File: src/hw/rtl/fqsd_pkg.sv
// ----------------------------------------------------------------------------
// fqsd_pkg
// Shared constants, codes and types of the searchable bounded queue.
// ----------------------------------------------------------------------------
`timescale 1ns / 1ps
`default_nettype none

package fqsd_pkg;

  localparam int DEPTH = 16;
  localparam int AW    = $clog2(DEPTH);
  localparam int CW    = $clog2(DEPTH + 1);
  localparam int DW    = 32;

  localparam logic [1:0] CMD_INSERT = 2'd0;
  localparam logic [1:0] CMD_DELETE = 2'd1;
  localparam logic [1:0] CMD_FIND   = 2'd2;

  localparam logic [1:0] ST_OK        = 2'd0;
  localparam logic [1:0] ST_NOT_FOUND = 2'd1;
  localparam logic [1:0] ST_FULL      = 2'd2;

  localparam logic [1:0] OP_INS  = 2'd0;
  localparam logic [1:0] OP_DEL  = 2'd1;
  localparam logic [1:0] OP_FIND = 2'd2;
  localparam logic [1:0] OP_NOP  = 2'd3;

  typedef struct packed {
    logic [1:0]    kind;
    logic [DW-1:0] value;
  } op_t;

endpackage

`default_nettype wire

File: src/hw/rtl/fqsd_ram.sv
// ----------------------------------------------------------------------------
// fqsd_ram
// Generic single-write, single-read RAM with registered read data.
// ----------------------------------------------------------------------------
`timescale 1ns / 1ps
`default_nettype none

module fqsd_ram #(
  parameter int WIDTH = 32,
  parameter int DEPTH = 16
) (
  input  wire logic                     clk,
  input  wire logic                     we,
  input  wire logic [$clog2(DEPTH)-1:0] waddr,
  input  wire logic [WIDTH-1:0]         wdata,
  input  wire logic [$clog2(DEPTH)-1:0] raddr,
  output logic      [WIDTH-1:0]         rdata
);

  logic [WIDTH-1:0] mem [DEPTH];

  always_ff @(posedge clk) begin
    if (we) begin
      mem[waddr] <= wdata;
    end
    rdata <= mem[raddr];
  end

endmodule

`default_nettype wire

File: src/hw/rtl/fqsd_front.sv
// ----------------------------------------------------------------------------
// fqsd_front
// Accepts command words, decodes them into operations and holds them in a
// two-entry queue for the back end.
// ----------------------------------------------------------------------------
`timescale 1ns / 1ps
`default_nettype none

module fqsd_front (
  input  wire logic               clk,
  input  wire logic               rst,
  input  wire logic               cmd_valid,
  output logic                    cmd_stall,
  input  wire logic [1:0]         command,
  input  wire logic signed [31:0] value,
  output logic                    op_valid,
  input  wire logic               op_pop,
  output fqsd_pkg::op_t           op
);

  fqsd_pkg::op_t slot [2];
  fqsd_pkg::op_t dec;
  logic          wr_ptr;
  logic          rd_ptr;
  logic [1:0]    fill;
  logic          push;
  logic          pop;

  always_comb begin
    case (command)
      fqsd_pkg::CMD_INSERT: dec.kind = fqsd_pkg::OP_INS;
      fqsd_pkg::CMD_DELETE: dec.kind = fqsd_pkg::OP_DEL;
      fqsd_pkg::CMD_FIND:   dec.kind = fqsd_pkg::OP_FIND;
      default:              dec.kind = fqsd_pkg::OP_NOP;
    endcase
    dec.value = $unsigned(value);
  end

  assign cmd_stall = (fill == 2'd2);
  assign push      = cmd_valid && !cmd_stall;
  assign op_valid  = (fill != 2'd0);
  assign pop       = op_valid && op_pop;
  assign op        = slot[rd_ptr];

  always_ff @(posedge clk) begin
    if (push) begin
      slot[wr_ptr] <= dec;
    end
  end

  always_ff @(posedge clk) begin
    if (rst) begin
      wr_ptr <= 1'b0;
      rd_ptr <= 1'b0;
      fill   <= 2'd0;
    end else begin
      if (push) begin
        wr_ptr <= ~wr_ptr;
      end
      if (pop) begin
        rd_ptr <= ~rd_ptr;
      end
      case ({push, pop})
        2'b10:   fill <= fill + 2'd1;
        2'b01:   fill <= fill - 2'd1;
        default: fill <= fill;
      endcase
    end
  end

endmodule

`default_nettype wire

File: src/hw/rtl/fqsd_back.sv
// ----------------------------------------------------------------------------
// fqsd_back
// Executes queue operations: append, front-to-back search with one compare
// per cycle, and gap closing after a delete; drives the result register.
// ----------------------------------------------------------------------------
`timescale 1ns / 1ps
`default_nettype none

module fqsd_back (
  input  wire logic                      clk,
  input  wire logic                      rst,
  input  wire logic                      op_valid,
  output logic                           op_pop,
  input  wire fqsd_pkg::op_t             op,
  output logic                           res_valid,
  input  wire logic                      res_stall,
  output logic [1:0]                     status,
  output logic [fqsd_pkg::CW-1:0]        position,
  output logic [fqsd_pkg::CW-1:0]        entry_count
);

  localparam logic [1:0] S_IDLE  = 2'd0;
  localparam logic [1:0] S_SRCH  = 2'd1;
  localparam logic [1:0] S_SHIFT = 2'd2;
  localparam logic [1:0] S_RES   = 2'd3;

  localparam logic [fqsd_pkg::CW-1:0] FULL_COUNT = fqsd_pkg::CW'(fqsd_pkg::DEPTH);
  localparam logic [fqsd_pkg::CW-1:0] ONE        = fqsd_pkg::CW'(1);
  localparam logic [fqsd_pkg::CW-1:0] TWO        = fqsd_pkg::CW'(2);

  logic [1:0]                  state;
  logic [1:0]                  state_next;
  logic [fqsd_pkg::CW-1:0]     cnt;
  logic [fqsd_pkg::CW-1:0]     cnt_next;
  logic [fqsd_pkg::AW-1:0]     idx;
  logic [fqsd_pkg::AW-1:0]     idx_next;
  logic [fqsd_pkg::DW-1:0]     key;
  logic [fqsd_pkg::DW-1:0]     key_next;
  logic                        is_del;
  logic                        is_del_next;
  logic [1:0]                  res_st;
  logic [1:0]                  res_st_next;
  logic [fqsd_pkg::CW-1:0]     res_pos;
  logic [fqsd_pkg::CW-1:0]     res_pos_next;

  logic                        we;
  logic [fqsd_pkg::AW-1:0]     waddr;
  logic [fqsd_pkg::DW-1:0]     wdata;
  logic [fqsd_pkg::AW-1:0]     raddr;
  logic [fqsd_pkg::DW-1:0]     rdata;

  logic [fqsd_pkg::CW-1:0]     idx_p1;
  logic [fqsd_pkg::CW-1:0]     idx_p2;
  logic                        out_free;

  assign idx_p1   = fqsd_pkg::CW'(idx) + ONE;
  assign idx_p2   = fqsd_pkg::CW'(idx) + TWO;
  assign out_free = !res_valid || !res_stall;

  fqsd_ram #(
    .WIDTH (fqsd_pkg::DW),
    .DEPTH (fqsd_pkg::DEPTH)
  ) u_ram (
    .clk   (clk),
    .we    (we),
    .waddr (waddr),
    .wdata (wdata),
    .raddr (raddr),
    .rdata (rdata)
  );

  always_comb begin
    state_next   = state;
    cnt_next     = cnt;
    idx_next     = idx;
    key_next     = key;
    is_del_next  = is_del;
    res_st_next  = res_st;
    res_pos_next = res_pos;
    op_pop       = 1'b0;
    we           = 1'b0;
    waddr        = idx;
    wdata        = rdata;
    raddr        = '0;
    case (state)
      S_IDLE: begin
        op_pop = op_valid;
        if (op_valid) begin
          res_st_next  = fqsd_pkg::ST_OK;
          res_pos_next = '0;
          idx_next     = '0;
          key_next     = op.value;
          is_del_next  = (op.kind == fqsd_pkg::OP_DEL);
          state_next   = S_RES;
          case (op.kind)
            fqsd_pkg::OP_INS: begin
              if (cnt == FULL_COUNT) begin
                res_st_next = fqsd_pkg::ST_FULL;
              end else begin
                we       = 1'b1;
                waddr    = cnt[fqsd_pkg::AW-1:0];
                wdata    = op.value;
                cnt_next = cnt + ONE;
              end
            end
            fqsd_pkg::OP_DEL, fqsd_pkg::OP_FIND: begin
              if (cnt == '0) begin
                res_st_next = fqsd_pkg::ST_NOT_FOUND;
              end else begin
                state_next = S_SRCH;
              end
            end
            default: begin
              res_st_next = fqsd_pkg::ST_OK;
            end
          endcase
        end
      end
      S_SRCH: begin
        raddr = idx_p1[fqsd_pkg::AW-1:0];
        if (rdata == key) begin
          res_pos_next = idx_p1;
          if (!is_del) begin
            state_next = S_RES;
          end else if (idx_p1 == cnt) begin
            cnt_next   = cnt - ONE;
            state_next = S_RES;
          end else begin
            state_next = S_SHIFT;
          end
        end else if (idx_p1 == cnt) begin
          res_st_next = fqsd_pkg::ST_NOT_FOUND;
          state_next  = S_RES;
        end else begin
          idx_next = idx_p1[fqsd_pkg::AW-1:0];
        end
      end
      S_SHIFT: begin
        raddr = idx_p2[fqsd_pkg::AW-1:0];
        we    = 1'b1;
        waddr = idx;
        wdata = rdata;
        if (idx_p2 == cnt) begin
          cnt_next   = cnt - ONE;
          state_next = S_RES;
        end else begin
          idx_next = idx_p1[fqsd_pkg::AW-1:0];
        end
      end
      S_RES: begin
        if (out_free) begin
          state_next = S_IDLE;
        end
      end
      default: begin
        state_next = S_IDLE;
      end
    endcase
  end

  always_ff @(posedge clk) begin
    if (rst) begin
      state     <= S_IDLE;
      cnt       <= '0;
      res_valid <= 1'b0;
    end else begin
      state <= state_next;
      cnt   <= cnt_next;
      if (state == S_RES && out_free) begin
        res_valid <= 1'b1;
      end else if (!res_stall) begin
        res_valid <= 1'b0;
      end
    end
  end

  always_ff @(posedge clk) begin
    idx     <= idx_next;
    key     <= key_next;
    is_del  <= is_del_next;
    res_st  <= res_st_next;
    res_pos <= res_pos_next;
    if (state == S_RES && out_free) begin
      status      <= res_st;
      position    <= res_pos;
      entry_count <= cnt;
    end
  end

endmodule

`default_nettype wire

File: src/hw/rtl/fifo_queue_search_delete.sv
// ----------------------------------------------------------------------------
// fifo_queue_search_delete
// Bounded ordered queue of 32-bit values with append, find-and-delete and
// find-position commands; one result word per command word.
// ----------------------------------------------------------------------------
//  channel  signals                          direction
//  cmd      cmd_valid/cmd_stall, command, value        in
//  res      res_valid/res_stall, status, position,     out
//           entry_count
//
// Insert and unused commands go straight from idle to the result state in
// the back end. A search compares the entries front to back (single
// comparator on the RAM read port); a delete then moves each entry behind
// the match down one place. Reset clears the count, the front queue and
// res_valid; entry storage needs no clearing.
// The front holds two decoded words; while res stalls, cmd flows until both fill.
// ----------------------------------------------------------------------------
`timescale 1ns / 1ps
`default_nettype none

module fifo_queue_search_delete (
  input  wire logic                      clk,
  input  wire logic                      rst,
  input  wire logic                      cmd_valid,
  output logic                           cmd_stall,
  input  wire logic [1:0]                command,
  input  wire logic signed [31:0]        value,
  output logic                           res_valid,
  input  wire logic                      res_stall,
  output logic [1:0]                     status,
  output logic [fqsd_pkg::CW-1:0]        position,
  output logic [fqsd_pkg::CW-1:0]        entry_count
);

  fqsd_pkg::op_t op;
  logic          op_valid;
  logic          op_pop;

  fqsd_front u_front (
    .clk       (clk),
    .rst       (rst),
    .cmd_valid (cmd_valid),
    .cmd_stall (cmd_stall),
    .command   (command),
    .value     (value),
    .op_valid  (op_valid),
    .op_pop    (op_pop),
    .op        (op)
  );

  fqsd_back u_back (
    .clk         (clk),
    .rst         (rst),
    .op_valid    (op_valid),
    .op_pop      (op_pop),
    .op          (op),
    .res_valid   (res_valid),
    .res_stall   (res_stall),
    .status      (status),
    .position    (position),
    .entry_count (entry_count)
  );

endmodule

`default_nettype wire
File: config.mk
export PLATFORM = sky130hd
export DESIGN_NAME = fifo_queue_search_delete
export DESIGN_NICKNAME = d
export VERILOG_FILES = /design/src/hw/rtl/fqsd_pkg.sv /design/src/hw/rtl/fqsd_ram.sv /design/src/hw/rtl/fqsd_front.sv /design/src/hw/rtl/fqsd_back.sv /design/src/hw/rtl/fifo_queue_search_delete.sv
export SDC_FILE = /design/constraint.sdc
export NUM_CORES = 1
export LEC_CHECK = 0
export ABC_AREA = 0
export BUFFER_PORTS_ARGS = -buffer_cell sky130_fd_sc_hd__buf_4
export CAP_MARGIN = 20
export CORE_MARGIN = 2
export CORE_UTILIZATION = 49
export DETAILED_ROUTE_END_ITERATION = 8
export GPL_TIMING_DRIVEN = 1
export MAX_ROUTING_LAYER = met4
export PLACE_DENSITY = 0.66
export SYNTH_ARGS = -nofsm -noshare
export SYNTH_HDL_FRONTEND = slang
export SYNTH_SLANG_ARGS = --single-unit
File: constraint.sdc
create_clock -name clk -period 8 [get_ports clk]
set_input_delay 0.8 -clock clk [delete_from_list [all_inputs] [get_ports clk]]
set_output_delay 0.8 -clock clk [all_outputs]
set_load 0.03 [all_outputs]
==> results_tabular.tex <==
\begin{tabular}{lr}
\hline
Metric & Value \\
\hline
\multicolumn{2}{l}{\textbf{Run status}} \\
Status & complete, no violations \\
\multicolumn{2}{l}{\textbf{Global routing}} \\
Antenna violations before repair & 0 \\
Total grt overflow & 0 \\
Overall fraction of global-route tracks in use & 0.2135 \\
GRT met2 Usage & 0.3433 \\
First-pass GRT wire length & 85170 um \\
Met1 Resource Use GR & 0.2860 \\
GR Layer Usage met3 & 0.02750 \\
Maximum number of pins on one net before global-route repair & 87 \\
Most crowded layer after global routing & met2 \\
Via count of the first global-routing pass & 13340 \\
\multicolumn{2}{l}{\textbf{Floorplanning}} \\
Overall die area & 55740 sq um \\
Number of placement rows & 85 \\
Core area & 53500 sq um \\
Die Span Y & 236.1 um \\
Die Span X & 236.1 um \\
Initial Utilization & 0.4934 \\
Top-Level Pins & 52 \\
\multicolumn{2}{l}{\textbf{STA}} \\
Accumulated negative setup slack & 0 ps \\
Final period util & 0.4993 \\
Pin slew with the least headroom to its limit & 995.8 ps \\
Unrepaired setup endpoints after global routing & no \\
Final period demand of the worst path & 3994 ps \\
Worst relative slew slack & 0.3330 \\
Max-slew violation count & 0 \\
Total setup violations reported at the end of the flow & 0 \\
Final hold viol count & 0 \\
Smallest setup slack after layout & 4006 ps \\
Maximum clock skew at final layout & 21.69 ps \\
Upper clock frequency limit & 250.4 MHz \\
\multicolumn{2}{l}{\textbf{Critical path}} \\
WS Path Type & flop to flop \\
Startpoint type of the worst setup path & flop \\
Depth of the worst register-to-register path & 7 \\
WP data required & 8230 ps \\
Arrival time of data at the critical path endpoint & 4230 ps \\
Setup crit end kind & flop \\
Critical-path maximum fanout & 30 \\
\multicolumn{2}{l}{\textbf{Place}} \\
Pre-CTS setup slack & 4058 ps \\
Instance area at placement & 27880 sq um \\
I/O Buffers & 51 \\
Placed Instances & 2038 \\
Routability-driven placement congestion ratio & 0.8203 \\
Sum of net half-perimeters after detailed placement & 31950 um \\
\multicolumn{2}{l}{\textbf{Yosys}} \\
Syn Inst Count & 1331 \\
Syn. warnings & 0 \\
Share of async-settable or async-resettable flops after synthesis & 0 \\
Net count after synthesis & 1383 \\
Most common flop cell mapped by yosys & edfxtp\_1 \\
EDFF count, synth & 636 \\
Post-synthesis instance area & 26390 sq um \\
Register bit count reported by yosys & 681 \\
Mean cell area of the mapped netlist & 19.83 sq um \\
Distinct cell type count of the synthesized netlist & 58 \\
Sequential cell area fraction in the yosys report & 0.7577 \\
\multicolumn{2}{l}{\textbf{Clocking}} \\
Clock Sink Count & 681 \\
Post CTS Setup Buffer Count & 0 \\
Number of buffers on the longest clock path & 3 \\
Clock latency at the later pin of the worst-skew pair & 610 ps \\
Clock-pin slew reported for the worst setup and hold paths after clock tree synthesis & 60 ps \\
Resize count post-CTS & 0 \\
Clock buffers created by TritonCTS & 69 \\
TritonCTS clock tree & yes \\
Number of buffers added to fix hold violations after cts & 0 \\
Maximum level of the CTS H-tree & 3 \\
Clock tree root buffer cell & clkbuf\_16 \\
\multicolumn{2}{l}{\textbf{Hold path}} \\
Worst min-delay path class & primary input to flop \\
Hold path depth & 1 \\
\multicolumn{2}{l}{\textbf{Final layout}} \\
Final nets & 1466 \\
Non-filler cells in the finished layout & 2164 \\
Number of filler instances in the final layout & 3936 \\
Post-route cell area & 30130 sq um \\
Area used by multi-input combinational logic & 6191 sq um \\
Register area & 20000 sq um \\
Proportion of layout cells with a drive suffix above 1 & 0.2548 \\
Count of antenna diodes in the layout & 0 \\
Area growth syn-to-layout & 14.16\% \\
\multicolumn{2}{l}{\textbf{Flow run}} \\
Max-capacitance violation count & 0 \\
\multicolumn{2}{l}{\textbf{Drt}} \\
DRC marker count from the first detailed-route iteration & 1130 \\
Routed Antenna Nets & 0 \\
Iteration count of the initial detailed-routing pass & 5 \\
WL/cell & 26.20 um \\
Detailed-route via count & 12860 \\
Total Wirelength & 56700 um \\
Number of DRC violations after detailed routing & 0 \\
Drt via density & 5.942 \\
\multicolumn{2}{l}{\textbf{Pwr}} \\
Leakage & 9.814 nW \\
Peak ir drop on the vdd network & 0.1694 mV \\
PwrDens & 364.7 nW/um\^{}2 \\
Design Power & 10.99 mW \\
\hline
\end{tabular}
## power breakdown
part,total [mW],switching (mW),internal (mW),leakage [nW]
combinational,2.69,1.71,0.980,2.56
sequential,5.12,0.217,4.90,6.15
clock,3.18,1.30,1.88,1.10
## per-layer routing
layer  share of wire  wire [um]
met1            0.43      24500
met2            0.49      28030
met3           0.052       2922
met4           0.022       1238
met5               0          0
## per-stage QoR
step | hold slack [ps] | util
after detailed placement | 405.7 | 0.5211
after floorplan | 400.3 | -
after global routing | 365.4 | 0.5633
final | 378.9 | 0.5633
after CTS | 344.0 | 0.5631
after global placement | 402.6 | 0.5176
## final timing paths
path,slack (ps),from,end
setup / recovery,4010,u_back.state[0],u_back.u_ram.mem[8][19]
setup reg to reg,4010,u_back.state[0],u_back.u_ram.mem[8][19]
hold / removal,380,command[0],u_front.slot[1][32]
hold reg to reg,420,u_back.res_st[0],u_back.status[0]
## cell usage in the layout (no fill, tap or decap), types with 33 or more instances in the layout
cell | Yosys | layout
a211oi_1 | 33 | 33
and2_1 | 39 | 38
clkbuf_16 | 0 | 72
edfxtp_1 | 636 | 636
nand2_1 | 77 | 76
dfxtp_1 | 45 | 44
mux4_2 | 128 | 128
xnor2_1 | 38 | 38
a31oi_1 | 41 | 41
buf_4 | 9 | 72
## flip-flops by register name (all words and copies together), names as in the netlist, named ones only
register,cells
u_back.u_ram.mem,512
u_back.position,5
u_back.key,32
u_back.res_valid,1
u_back.idx,4
u_front.fill,2
u_back.status,2
u_back.res_st,2
u_back.is_del,1
u_back.entry_count,5
u_back.state,2
u_front.rd_ptr,1
u_back.cnt,5
u_back.u_ram.rdata,32
u_back.res_pos,5
u_front.slot,68
u_front.wr_ptr,1
## worst max-delay path: stages, from the launching register on
cell     delay (ps)
dfxtp_1         340
inv_1           120
ha_1            330
o21ai_0         320
nor2_4          850
a31oi_1         530
nor2_4          550
buf_4           530
## kinds of logic after synthesis
family,count (synthesis),synth area share
DFF,681,0.7577
muxes,194,0.1373
and+or+nand+nor,190,0.03636
AOI/OAI and AO/OA,120,0.03167
buffers and inverters,84,0.01413
xor gates and xnor gates,48,0.01593
adders and majority gates,14,0.006921
## cell usage after synthesis (all sizes together), types with 14 or more instances
library cell | number | area share
a211oi | 33 | 0.0094
dfxtp | 45 | 0.034
mux4 | 128 | 0.11
a31oi | 42 | 0.011
clkbuf | 35 | 0.0050
mux2 | 64 | 0.027
buf | 34 | 0.0070
nor2 | 28 | 0.0040
edfxtp | 636 | 0.72
nand2 | 77 | 0.011
and2 | 39 | 0.0092
xnor2 | 38 | 0.013
inv | 14 | 0.0020
## area by class of cell
cell class                 instances  share of cell area
sequential                       681              0.6638
multi-input combinational        566              0.2055
clock buffer                     104             0.06710
tap                              696             0.02890
timing repair buffer              81             0.02541
clock inverter                    21            0.007474
inverter                          15            0.001869
Power figures use the tool's default switching activity.
